## config.mk

```make
export PLATFORM = sky130hd
export DESIGN_NAME = scanning_sonar_ranger_core
export DESIGN_NICKNAME = d
export VERILOG_FILES = /design/src/hw/rtl/srr_pkg.sv /design/src/hw/rtl/srr_cfg.sv /design/src/hw/rtl/srr_seq.sv /design/src/hw/rtl/scanning_sonar_ranger_core.sv
export SDC_FILE = /design/constraint.sdc
export NUM_CORES = 1
export LEC_CHECK = 0
export ABC_AREA = 1
export BUFFER_PORTS_ARGS = -buffer_cell sky130_fd_sc_hd__buf_2
export CAP_MARGIN = 5
export CORE_MARGIN = 5
export CORE_UTILIZATION = 65
export DETAILED_ROUTE_END_ITERATION = 8
export GPL_ROUTABILITY_DRIVEN = 1
export PLACE_DENSITY = 0.94
export SETUP_SLACK_MARGIN = 0.15
export SYNTH_ARGS = -nofsm -noshare
export SYNTH_HDL_FRONTEND = slang
export SYNTH_SLANG_ARGS = --single-unit
```

## constraint.sdc

```tcl
create_clock -name clk -period 13.2 [get_ports clk]
set_input_delay 0.66 -clock clk [delete_from_list [all_inputs] [get_ports clk]]
set_output_delay 0.66 -clock clk [all_outputs]
set_load 0.01 [all_outputs]
```

## src/hw/rtl/srr_pkg.sv

```systemverilog
// Shared types, constants and helpers for the scanning sonar ranger.
// Used by srr_cfg, srr_seq and the top level scanning_sonar_ranger_core.
// No dependencies.
`timescale 1ns / 1ps

package srr_pkg;

  // Sizes
  localparam int ANGLE_BITS = 10;
  localparam int COUNT_BITS = 17;
  localparam int CFG_W      = 17;
  localparam int CFG_IDX_W  = 3;
  localparam int DIST_W     = 16;
  localparam int SCALE_W    = 12;
  localparam int STEP_W     = 10;
  localparam int TMO_W      = 16;
  localparam int CMP_W      = (COUNT_BITS > CFG_W) ? COUNT_BITS : CFG_W;
  localparam int PROD_W     = COUNT_BITS + SCALE_W;
  localparam int DIST_SHIFT = 10;

  localparam logic [COUNT_BITS-1:0] COUNT_MAX = '1;

  // Register indexes
  localparam logic [CFG_IDX_W-1:0] REG_TRIG_LOW  = 3'd0;
  localparam logic [CFG_IDX_W-1:0] REG_TRIG_HIGH = 3'd1;
  localparam logic [CFG_IDX_W-1:0] REG_ECHO_TMO  = 3'd2;
  localparam logic [CFG_IDX_W-1:0] REG_GAP       = 3'd3;
  localparam logic [CFG_IDX_W-1:0] REG_STEP      = 3'd4;
  localparam logic [CFG_IDX_W-1:0] REG_SCALE     = 3'd5;

  // Register reset values
  localparam logic [CFG_W-1:0]   RST_TRIG_LOW  = 17'd2000;
  localparam logic [CFG_W-1:0]   RST_TRIG_HIGH = 17'd10000;
  localparam logic [TMO_W-1:0]   RST_ECHO_TMO  = 16'd20000;
  localparam logic [CFG_W-1:0]   RST_GAP       = 17'd100000;
  localparam logic [STEP_W-1:0]  RST_STEP      = 10'd8;
  localparam logic [SCALE_W-1:0] RST_SCALE     = 12'd1114;

  // Report status codes
  localparam logic [1:0] STATUS_GOOD      = 2'd0;
  localparam logic [1:0] STATUS_NO_ECHO   = 2'd1;
  localparam logic [1:0] STATUS_ECHO_LONG = 2'd2;

  typedef struct packed {
    logic [CFG_W-1:0]   trig_low;
    logic [CFG_W-1:0]   trig_high;
    logic [TMO_W-1:0]   echo_tmo;
    logic [CFG_W-1:0]   gap;
    logic [STEP_W-1:0]  angle_step;
    logic [SCALE_W-1:0] scale;
  } srr_cfg_t;

  typedef struct packed {
    logic                  trigger;
    logic                  led;
    logic                  valid;
    logic [1:0]            status;
    logic [ANGLE_BITS-1:0] angle;
    logic [DIST_W-1:0]     distance;
    logic                  calibrated;
  } srr_result_t;

  // count >= limit, with the limit clamped to the counter's maximum
  function automatic logic cnt_ge(logic [COUNT_BITS-1:0] cnt, logic [CFG_W-1:0] lim);
    logic [CMP_W-1:0] c;
    logic [CMP_W-1:0] l;
    c = CMP_W'(cnt);
    l = CMP_W'(lim);
    if (l > CMP_W'(COUNT_MAX)) begin
      l = CMP_W'(COUNT_MAX);
    end
    return c >= l;
  endfunction

  // count > limit, with the limit clamped to the counter's maximum
  function automatic logic cnt_gt(logic [COUNT_BITS-1:0] cnt, logic [CFG_W-1:0] lim);
    logic [CMP_W-1:0] c;
    logic [CMP_W-1:0] l;
    c = CMP_W'(cnt);
    l = CMP_W'(lim);
    if (l > CMP_W'(COUNT_MAX)) begin
      l = CMP_W'(COUNT_MAX);
    end
    return c > l;
  endfunction

endpackage

```

## src/hw/rtl/srr_cfg.sv

```systemverilog
// Configuration register file of the scanning sonar ranger.
// Depends on srr_pkg for register indexes, reset values and srr_cfg_t.
`timescale 1ns / 1ps

module srr_cfg import srr_pkg::*; (
  input  logic                 clk,
  input  logic                 rst,
  input  logic                 cfg_we,
  input  logic [CFG_IDX_W-1:0] cfg_index,
  input  logic [CFG_W-1:0]     cfg_data,
  output srr_cfg_t             cfg
);

  // Write by index; data is cut to each register's width, unknown indexes ignored
  always_ff @(posedge clk) begin
    if (rst) begin
      cfg.trig_low   <= RST_TRIG_LOW;
      cfg.trig_high  <= RST_TRIG_HIGH;
      cfg.echo_tmo   <= RST_ECHO_TMO;
      cfg.gap        <= RST_GAP;
      cfg.angle_step <= RST_STEP;
      cfg.scale      <= RST_SCALE;
    end else if (cfg_we) begin
      case (cfg_index)
        REG_TRIG_LOW:  cfg.trig_low   <= cfg_data;
        REG_TRIG_HIGH: cfg.trig_high  <= cfg_data;
        REG_ECHO_TMO:  cfg.echo_tmo   <= cfg_data[TMO_W-1:0];
        REG_GAP:       cfg.gap        <= cfg_data;
        REG_STEP:      cfg.angle_step <= cfg_data[STEP_W-1:0];
        REG_SCALE:     cfg.scale      <= cfg_data[SCALE_W-1:0];
        default: begin
        end
      endcase
    end
  end

endmodule

```

## src/hw/rtl/srr_seq.sv

```systemverilog
// Ranging sequencer: scan angle tracking, trigger/echo phase machine and
// distance scaling for one tick. Depends on srr_pkg.
`timescale 1ns / 1ps

module srr_seq import srr_pkg::*; (
  input  logic        clk,
  input  logic        rst,
  input  logic        advance,
  input  logic        echo,
  input  logic        pulse,
  input  logic        center,
  input  srr_cfg_t    cfg,
  output srr_result_t res
);

  typedef enum logic [2:0] {
    PH_WAIT_CENTER,
    PH_TRIG_LOW,
    PH_TRIG_HIGH,
    PH_WAIT_RISE,
    PH_MEASURE,
    PH_GAP
  } phase_t;

  phase_t                phase, phase_next;
  logic [COUNT_BITS-1:0] phase_count, phase_count_next;
  logic [COUNT_BITS-1:0] cnt_inc;
  logic [ANGLE_BITS-1:0] angle, angle_next;
  logic                  led, led_next;
  logic                  seen_center, seen_center_next;
  logic [PROD_W-1:0]     prod;
  logic [PROD_W-1:0]     prod_sh;
  logic [DIST_W-1:0]     dist_sat;

  // Distance = (duration * scale) >> 10, saturated
  assign prod     = PROD_W'(phase_count) * PROD_W'(cfg.scale);
  assign prod_sh  = prod >> DIST_SHIFT;
  assign dist_sat = (prod_sh > PROD_W'({DIST_W{1'b1}})) ? {DIST_W{1'b1}} : prod_sh[DIST_W-1:0];

  // Saturating tick counter
  assign cnt_inc = (phase_count == COUNT_MAX) ? phase_count : phase_count + 1'b1;

  // Next state and result for this tick
  always_comb begin
    angle_next       = angle;
    seen_center_next = seen_center;
    if (center) begin
      angle_next       = '0;
      seen_center_next = 1'b1;
    end else if (pulse) begin
      angle_next = angle + ANGLE_BITS'(cfg.angle_step);
    end

    phase_next       = phase;
    phase_count_next = phase_count;
    led_next         = led;
    res              = '0;

    unique case (phase)
      PH_WAIT_CENTER: begin
        if (seen_center_next) begin
          phase_next       = PH_TRIG_LOW;
          phase_count_next = '0;
        end
      end
      PH_TRIG_LOW: begin
        phase_count_next = cnt_inc;
        if (cnt_ge(cnt_inc, cfg.trig_low)) begin
          phase_next       = PH_TRIG_HIGH;
          phase_count_next = '0;
        end
      end
      PH_TRIG_HIGH: begin
        res.trigger      = 1'b1;
        phase_count_next = cnt_inc;
        if (cnt_ge(cnt_inc, cfg.trig_high)) begin
          phase_next       = PH_WAIT_RISE;
          phase_count_next = '0;
        end
      end
      PH_WAIT_RISE: begin
        if (echo) begin
          phase_next       = PH_MEASURE;
          phase_count_next = COUNT_BITS'(1);
        end else begin
          phase_count_next = cnt_inc;
          if (cnt_gt(cnt_inc, CFG_W'(cfg.echo_tmo))) begin
            res.valid        = 1'b1;
            res.status       = STATUS_NO_ECHO;
            res.angle        = angle_next;
            phase_next       = PH_TRIG_LOW;
            phase_count_next = '0;
          end
        end
      end
      PH_MEASURE: begin
        if (!echo) begin
          res.valid        = 1'b1;
          res.status       = STATUS_GOOD;
          res.angle        = angle_next;
          res.distance     = dist_sat;
          led_next         = ~led;
          phase_next       = (cfg.gap == '0) ? PH_TRIG_LOW : PH_GAP;
          phase_count_next = '0;
        end else begin
          phase_count_next = cnt_inc;
          if (cnt_gt(cnt_inc, CFG_W'(cfg.echo_tmo))) begin
            res.valid        = 1'b1;
            res.status       = STATUS_ECHO_LONG;
            res.angle        = angle_next;
            phase_next       = PH_TRIG_LOW;
            phase_count_next = '0;
          end
        end
      end
      PH_GAP: begin
        phase_count_next = cnt_inc;
        if (cnt_ge(cnt_inc, cfg.gap)) begin
          phase_next       = PH_TRIG_LOW;
          phase_count_next = '0;
        end
      end
      default: begin
        phase_next       = PH_WAIT_CENTER;
        phase_count_next = '0;
      end
    endcase

    res.led        = led_next;
    res.calibrated = seen_center_next;
  end

  // State advances once per word moved into the output register
  always_ff @(posedge clk) begin
    if (rst) begin
      phase       <= PH_WAIT_CENTER;
      phase_count <= '0;
      angle       <= '0;
      led         <= 1'b0;
      seen_center <= 1'b0;
    end else if (advance) begin
      phase       <= phase_next;
      phase_count <= phase_count_next;
      angle       <= angle_next;
      led         <= led_next;
      seen_center <= seen_center_next;
    end
  end

  // Checks
  a_led_only_on_good: assert property (@(posedge clk) disable iff (rst)
    (advance && (led_next != led)) |-> (res.valid && (res.status == STATUS_GOOD)))
    else $error("LED toggled without a good report");

  a_idle_until_center: assert property (@(posedge clk) disable iff (rst)
    !seen_center |-> (phase == PH_WAIT_CENTER))
    else $error("ranging started before calibration");

  a_measure_count: assert property (@(posedge clk) disable iff (rst)
    (phase == PH_MEASURE) |-> (phase_count != '0))
    else $error("echo duration lost its rise tick");

  a_report_phase: assert property (@(posedge clk) disable iff (rst)
    res.valid |-> ((phase == PH_WAIT_RISE) || (phase == PH_MEASURE)))
    else $error("report outside the echo phases");

endmodule

```

## src/hw/rtl/scanning_sonar_ranger_core.sv

```systemverilog
// Top level of the scanning sonar ranger: input register, sequencer, output register.
// Depends on srr_pkg, srr_cfg and srr_seq.
`timescale 1ns / 1ps

// Each input word is one microsecond tick of echo level, motor pulse and center
// switch; each accepted word yields exactly one output word, passing through the
// input register and then the output register, and a new word is taken every
// clock as long as the output side does not stall. The sequencer between the
// two registers does all the per-tick work in one pass, the longest path being
// the 17x12 multiply and saturation of the distance. Configuration writes take
// effect on the next word the sequencer processes.
module scanning_sonar_ranger_core import srr_pkg::*; (
  input  logic                  clk,
  input  logic                  rst,
  input  logic                  cfg_we,
  input  logic [CFG_IDX_W-1:0]  cfg_index,
  input  logic [CFG_W-1:0]      cfg_data,
  input  logic                  in_valid,
  output logic                  in_stall,
  input  logic                  echo_level,
  input  logic                  motor_pulse,
  input  logic                  center_hit,
  output logic                  out_valid,
  input  logic                  out_stall,
  output logic                  trigger_level,
  output logic                  led_level,
  output logic                  result_valid,
  output logic [1:0]            result_status,
  output logic [ANGLE_BITS-1:0] scan_angle,
  output logic [DIST_W-1:0]     distance,
  output logic                  calibrated
);

  srr_cfg_t    cfg;
  srr_result_t res;
  logic        s1_valid;
  logic        s1_echo, s1_pulse, s1_center;
  logic        out_ready;
  logic        advance;

  // Handshake: output register drains or empty lets stage 1 move on
  assign out_ready = !out_valid || !out_stall;
  assign advance   = s1_valid && out_ready;
  assign in_stall  = s1_valid && !out_ready;

  srr_cfg u_cfg (
    .clk       (clk),
    .rst       (rst),
    .cfg_we    (cfg_we),
    .cfg_index (cfg_index),
    .cfg_data  (cfg_data),
    .cfg       (cfg)
  );

  srr_seq u_seq (
    .clk     (clk),
    .rst     (rst),
    .advance (advance),
    .echo    (s1_echo),
    .pulse   (s1_pulse),
    .center  (s1_center),
    .cfg     (cfg),
    .res     (res)
  );

  // Input register
  always_ff @(posedge clk) begin
    if (rst) begin
      s1_valid <= 1'b0;
    end else if (!in_stall) begin
      s1_valid <= in_valid;
    end
  end

  always_ff @(posedge clk) begin
    if (in_valid && !in_stall) begin
      s1_echo   <= echo_level;
      s1_pulse  <= motor_pulse;
      s1_center <= center_hit;
    end
  end

  // Output register
  always_ff @(posedge clk) begin
    if (rst) begin
      out_valid <= 1'b0;
    end else if (out_ready) begin
      out_valid <= s1_valid;
    end
  end

  always_ff @(posedge clk) begin
    if (advance) begin
      trigger_level <= res.trigger;
      led_level     <= res.led;
      result_valid  <= res.valid;
      result_status <= res.status;
      scan_angle    <= res.angle;
      distance      <= res.distance;
      calibrated    <= res.calibrated;
    end
  end

  // Checks
  a_stall_means_full: assert property (@(posedge clk) disable iff (rst)
    in_stall |-> (out_valid && out_stall && s1_valid))
    else $error("input stalled with room in the pipeline");

  a_word_not_dropped: assert property (@(posedge clk) disable iff (rst)
    (s1_valid && !out_ready) |=> s1_valid)
    else $error("held input word was dropped");

  a_report_fields_clean: assert property (@(posedge clk) disable iff (rst)
    (out_valid && !result_valid) |-> ((result_status == STATUS_GOOD) && (distance == '0)))
    else $error("stray report fields without a report");

endmodule
```

# Yosys cells after proc, flatten, opt, wreduce, memory -nomap -nowiden
# Index checks and enable logic that the tools add are counted.
# W data, S select, Z words.
[op_classes]
add_sub_neg = 2
multipliers = 1
order_cmp = 8
n_eq_ne = 15
muxes = 36
bitwise_logic = 2
n_reduce_logical = 20
[op_table]
columns = ["op", "count"]
rows = [
  ["$mux W17", 14],
  ["$pmux W17 S6", 1],
  ["$mux W13", 4],
  ["$ge A17 B17 Y1", 3],
  ["$gt A17 B17 Y1 const B", 3],
  ["$mul A17 B12 Y29", 1],
  ["$pmux W13 S2", 1],
  ["$mux W3", 8],
  ["$mux W10", 2],
  ["$gt A19 B16 Y1 const B", 1],
  ["$pmux W3 S6", 1],
  ["$add A17 B1 Y17 const B", 1],
  ["$eq A17 B17 Y1 const B", 1],
  ["$gt A17 B16 Y1", 1],
  ["$logic_not A17 Y1", 1],
  ["$mux W16", 1],
  ["$reduce_and A2 Y1", 7],
  ["$eq A3 B2 Y1 const B", 4],
  ["$eq A3 B3 Y1 const B", 4],
  ["$add A10 B10 Y10", 1],
  ["$ne A2 B1 Y1 const B", 4],
  ["$eq A3 B1 Y1 const B", 2],
  ["$logic_not A3 Y1", 2],
  ["$reduce_and A5 Y1", 1],
  ["6 further kinds", 15],
]
[word_totals]
reg_bits = 158
out_inout_bits = 34

# Longest topological paths before layout
[logic_depth]
depth_word = 6
depth_mapped = 28
ltp_nobuf = 26

# By module
# From an unflattened synthesis, not the netlist that was laid out.
[hier_totals]
cells_unflattened = 2160
area_unflattened_um2 = 15921.5
[by_module_without_submodules]
columns = ["mod", "n_inst", "cells_each", "area_per_inst_um2"]
rows = [
  ["srr_seq", 1, 1626, 11279.6],
  ["srr_cfg", 1, 487, 3499.6],
  ["scanning_sonar_ranger_core", 1, 47, 1142.3],
]

# Worst setup path after synthesis
# OpenSTA, ideal clock, no wires.
[synth_timing]
path_type = "register to register"
from = "reg, netlist name u_cfg.cfg[11]"
to = "reg distance[11] (data pin)"
arrival_ps = 5375
required_ps = 12950
setup_slack_ps = 7575
stages_incl_launch_ff = 26
n_path_buf = 3
synth_period_minus_slack_ps = 5625
path_cell_list = "dfxtp_1 clkbuf_1 clkbuf_1 nand2_1 fa_1 fa_1 inv_1 fa_1 fa_1 inv_1 fa_1 inv_1 ha_1 a21oi_2 inv_1 a31oi_2 o21ai_1 a21oi_1 nand2_1 nand2_1 nand2_2 nor2_8 buf_8 nand3_2 nand2_1 inv_1"
[synth_between]
elab_chain_len = 3
[synth_lines]
columns = ["element", "line", "text"]
rows = [
  ["$mul A17 B12 Y29 (*)", "srr_seq.sv:36", "assign prod = PROD_W'(phase_count) * PROD_W'(cfg.scale);"],
  ["$gt A19 B16 Y1", "srr_seq.sv:38", "assign dist_sat = (prod_sh > PROD_W'({DIST_W{1'b1}})) ? {DIST_W{1'b1}} : prod_sh[DIST_W-1:0];"],
  ["$mux W16 (*)", "srr_seq.sv:38", ""],
  ["to (signal assigned)", "scanning_sonar_ranger_core.sv:99", "distance <= res.distance;"],
  ["to (decl)", "scanning_sonar_ranger_core.sv:30", "output logic [DIST_W-1:0] distance,"],
]
# Every way passes the cells marked *; elsewhere a longest branch is shown, timed or not.
# A chain may end at the register's enable or synchronous reset.

# Final worst setup path
[layout_timing]
from = "reg, netlist name u_cfg.cfg[11]"
to = "reg distance[5] (data pin)"
[layout_between]
elab_chain_len = 3
[layout_lines]
columns = ["element", "line"]
rows = [
  ["$mul A17 B12 Y29 (*)", "srr_seq.sv:36"],
  ["$gt A19 B16 Y1", "srr_seq.sv:38"],
  ["$mux W16 (*)", "srr_seq.sv:38"],
]
# Marks and branches as above.

==> flow_summary.toml <==
[logic_synthesis]
synth_mux_area_share_pct = 0.0647
synth_top_family_by_area = "adder cells"
synth_xor_area_share_pct = 1.53
yosys.area_share.simple_pct = 20.4
synthCells = 2052
synth.avg_cell_area_um2 = 7.54
synthTopCellsByArea = "fa_1 19%, dfxtp_1 16%, ha_1 11%"
yosys_warnings = 0
synth-main-ff-cell = "dfxtp_1"
syn-num-nets = 2370
netlist.area_leader.share_pct = 19.4
synth.most_common_cell = "inv_1"
synth-compound-area-share_pct = 11.2
synth.distinct_cells = 50
ys_seq_area_share_pct = 22.7
synth_edf_count = 35
synth_area_um2 = 15500
synthAdderAreaFrac_pct = 30.7
ys_ff_latch = 158
ys_async_sr_fraction_pct = 0
synth_area_leader_cell = "fa_1"
ys_top_cells_by_count = "442 x inv_1, 427 x nand2_1, 150 x a21oi_1, 150 x fa_1, 140 x ha_1"

[grt]
gr-usage-all-layers_pct = 31.1
grt_pass1_wl_um = 66900
grt_start_max_net_pins = 95
antenna_found_initial = 0
grt-ovfl-total = 0
grt_pass1_vias = 14000

[setup_path]
arrival_ns = 6.22
end_kind = "flip-flop"
crit_path_start_kind = "flip-flop"
crit_slowest_cell = "dfxtp_1"
crit_type = "flip-flop to flip-flop"
slowest_delay_ns = 0.81
crit_chain = "nand2_1 > fa_1 > fa_1 > inv_1 > fa_1 > fa_1 > inv_1 > fa_1 > inv_1 > ha_1 > a21oi_2 > inv_1 > a31oi_2 > o21ai_1 > a21oi_1 > nand2_1 > nand2_1 > nand2_2 > nor2_8 > nand3_1 > nand2_1 > inv_1"
crit_fanout = 18
crit_required_ns = 13.40

[routing]
first_pass_iters = 7
drc = 0
via_count = 13700
ant_nets = 0
drt_iter0_markers = 1344
routed_via_density = 5.74
wl_per_cell_um = 17.0
wirelength_um = 40300

[timing]
finalHoldViolCount = 0
slew_headroom_pct = 19.3
setup_slack_ns = 7.18
fin_setup_tns_ns = 0
skew_ns = 0.0125
drv_slew = 0
fmax_ghz = 0.166
grt_setup_unrepaired = "false"
holdWs_ns = 0.397
fin_crit_ns = 6.02
finalSetupViolCount = 0
min_period_over_period_pct = 45.6
tightest_slew_ns = 1.21

[power]
peakVddDrop_mv = 0.106
leakage_nw = 8.82
p_per_area_nw_per_um2 = 66.7
power.total_w = 0.00109

[flow_run]
cap_viol_max_count = 0

[cts]
cts_tree = "built"
clk_pin_slew_ns = 0.07
clock_sinks = 158
cts_hold_buf = 0
cts_root_buf = "clkbuf_16"
clk_path_buf_depth = 2
post_cts_resized = 0
cts_buffers = 17
postCtsSetupBuffers = 0
clk_latency_ns = 0.44
htreeDepth = 4

[floorplan]
fp.dieH_um = 164
initial_core_util_pct = 65.9
dieArea_um2 = 27000
coreArea_um2 = 23500
rows = 56
io_pins = 62
die_w_um = 164

[finish]
fill_cells = 1796
antenna_cells = 0
syn_to_final_growth_pct = 5.96
utilization_pct = 69.8
drive_gt1_share_pct = 7.28
nets = 2366

[outcome]
status = "completed"

[placed_design]
dp_hpwl_um = 30300
gp_congestion = 0.961
io_buffers = 61
pre_cts_slack_ns = 7.18

[min_path]
holdCritPathClass = "input pin to flip-flop"
[worst paths after layout]
| path | cells after the start | start | endpoint | slack (ns) |
|---|---|---|---|---|
| worst min register to register | 2 | u_cfg.cfg[56]$_SDFFE_PP0P_ | u_cfg.cfg[56]$_SDFFE_PP0P_ | 0.46 |
| worst max register to register | 22 | u_cfg.cfg[11]$_SDFFE_PP0P_ | distance[5]$_SDFFCE_PP0P_ | 7.18 |
| worst max-delay path | 22 | u_cfg.cfg[11]$_SDFFE_PP0P_ | distance[5]$_SDFFCE_PP0P_ | 7.18 |
| worst min-delay path | 1 | center_hit | s1_center$_DFFE_PP_ | 0.40 |
[layout by cell type (no fill, tap or decap), types with 16 or more instances in the layout]
cell       count
a21oi_1      150
buf_2         61
clkbuf_16     17
dfxtp_1      123
edfxtp_1      35
fa_1         150
ha_1         140
inv_1        441
nand2_1      427
nand3_1       64
nand3_2       16
nand4_1       24
nor2_1       136
nor3_1        18
o211ai_1      25
o21ai_0      109
xnor2_1       16
[routing by layer]
| metal | up-vias | GRT usage, % | routed length [um] |
|---|---|---|---|
| met5 | - | 0 | 0 |
| met4 | 0 | 16.7 | 2260 |
| met3 | 195 | 5.42 | 3580 |
| met2 | 733 | 52.3 | 19300 |
| met1 | 6381 | 38.1 | 15200 |
| li1 | 6354 | - | - |
[power by group]
part           switching (W)  internal, W
Clock               0.000230     0.000247
Combinational      0.0000614    0.0000288
Sequential         0.0000169     0.000510
[per-stage QoR]
step | cell area (um^2) | std cells
floorplan | 15500 | 2052
global placement | 15800 | 2348
detailed placement | 15800 | 2348
CTS | 16400 | 2380
global route | 16400 | 2380
finish | 16400 | 2380
[worst max-delay path: cells and delay by family (launching register included)]
kind | cells | cell delay, ns
AND/OR/NAND/NOR | 7 | 0.86
buffers and inverters | 5 | 0.31
adder cells (fa/ha/maj) | 6 | 3.04
AO/OA/AOI/OAI | 4 | 0.75
flip-flops | 1 | 0.81
[cell families (layout without fill, tap and decap cells)]
kind of cell | Yosys count | count (layout)
buffers and inverters | 537 | 546
AND/OR/NAND/NOR | 723 | 723
AO/OA/AOI/OAI | 316 | 316
XOR/XNOR | 27 | 27
adder cells (fa/ha/maj) | 290 | 290
multiplexers | 1 | 1
flip-flops | 158 | 158
[sequential cells by signal (all words and copies together) (netlist names)]
register           flops
s1_pulse               1
u_seq.seen_center      1
s1_echo                1
u_seq.led              1
u_cfg.cfg             89
distance              16
u_seq.angle           10
u_seq.phase_count     17
calibrated             1
scan_angle            10
s1_valid               1
led_level              1
u_seq.phase            3
result_status          2
trigger_level          1
out_valid              1
s1_center              1
result_valid           1
[area by class of cell]
cell class	instances	area (um^2)	area share [%]
multi-input cells	1357	9890	60.3
flip-flops and latches	158	3510	21.4
inverters	446	1670	10.2
clock buffers	17	425	2.60
well taps	319	399	2.44
repair buffers	68	358	2.18
clock inverters	15	130	0.794
(Power assumes the default switching activity.)
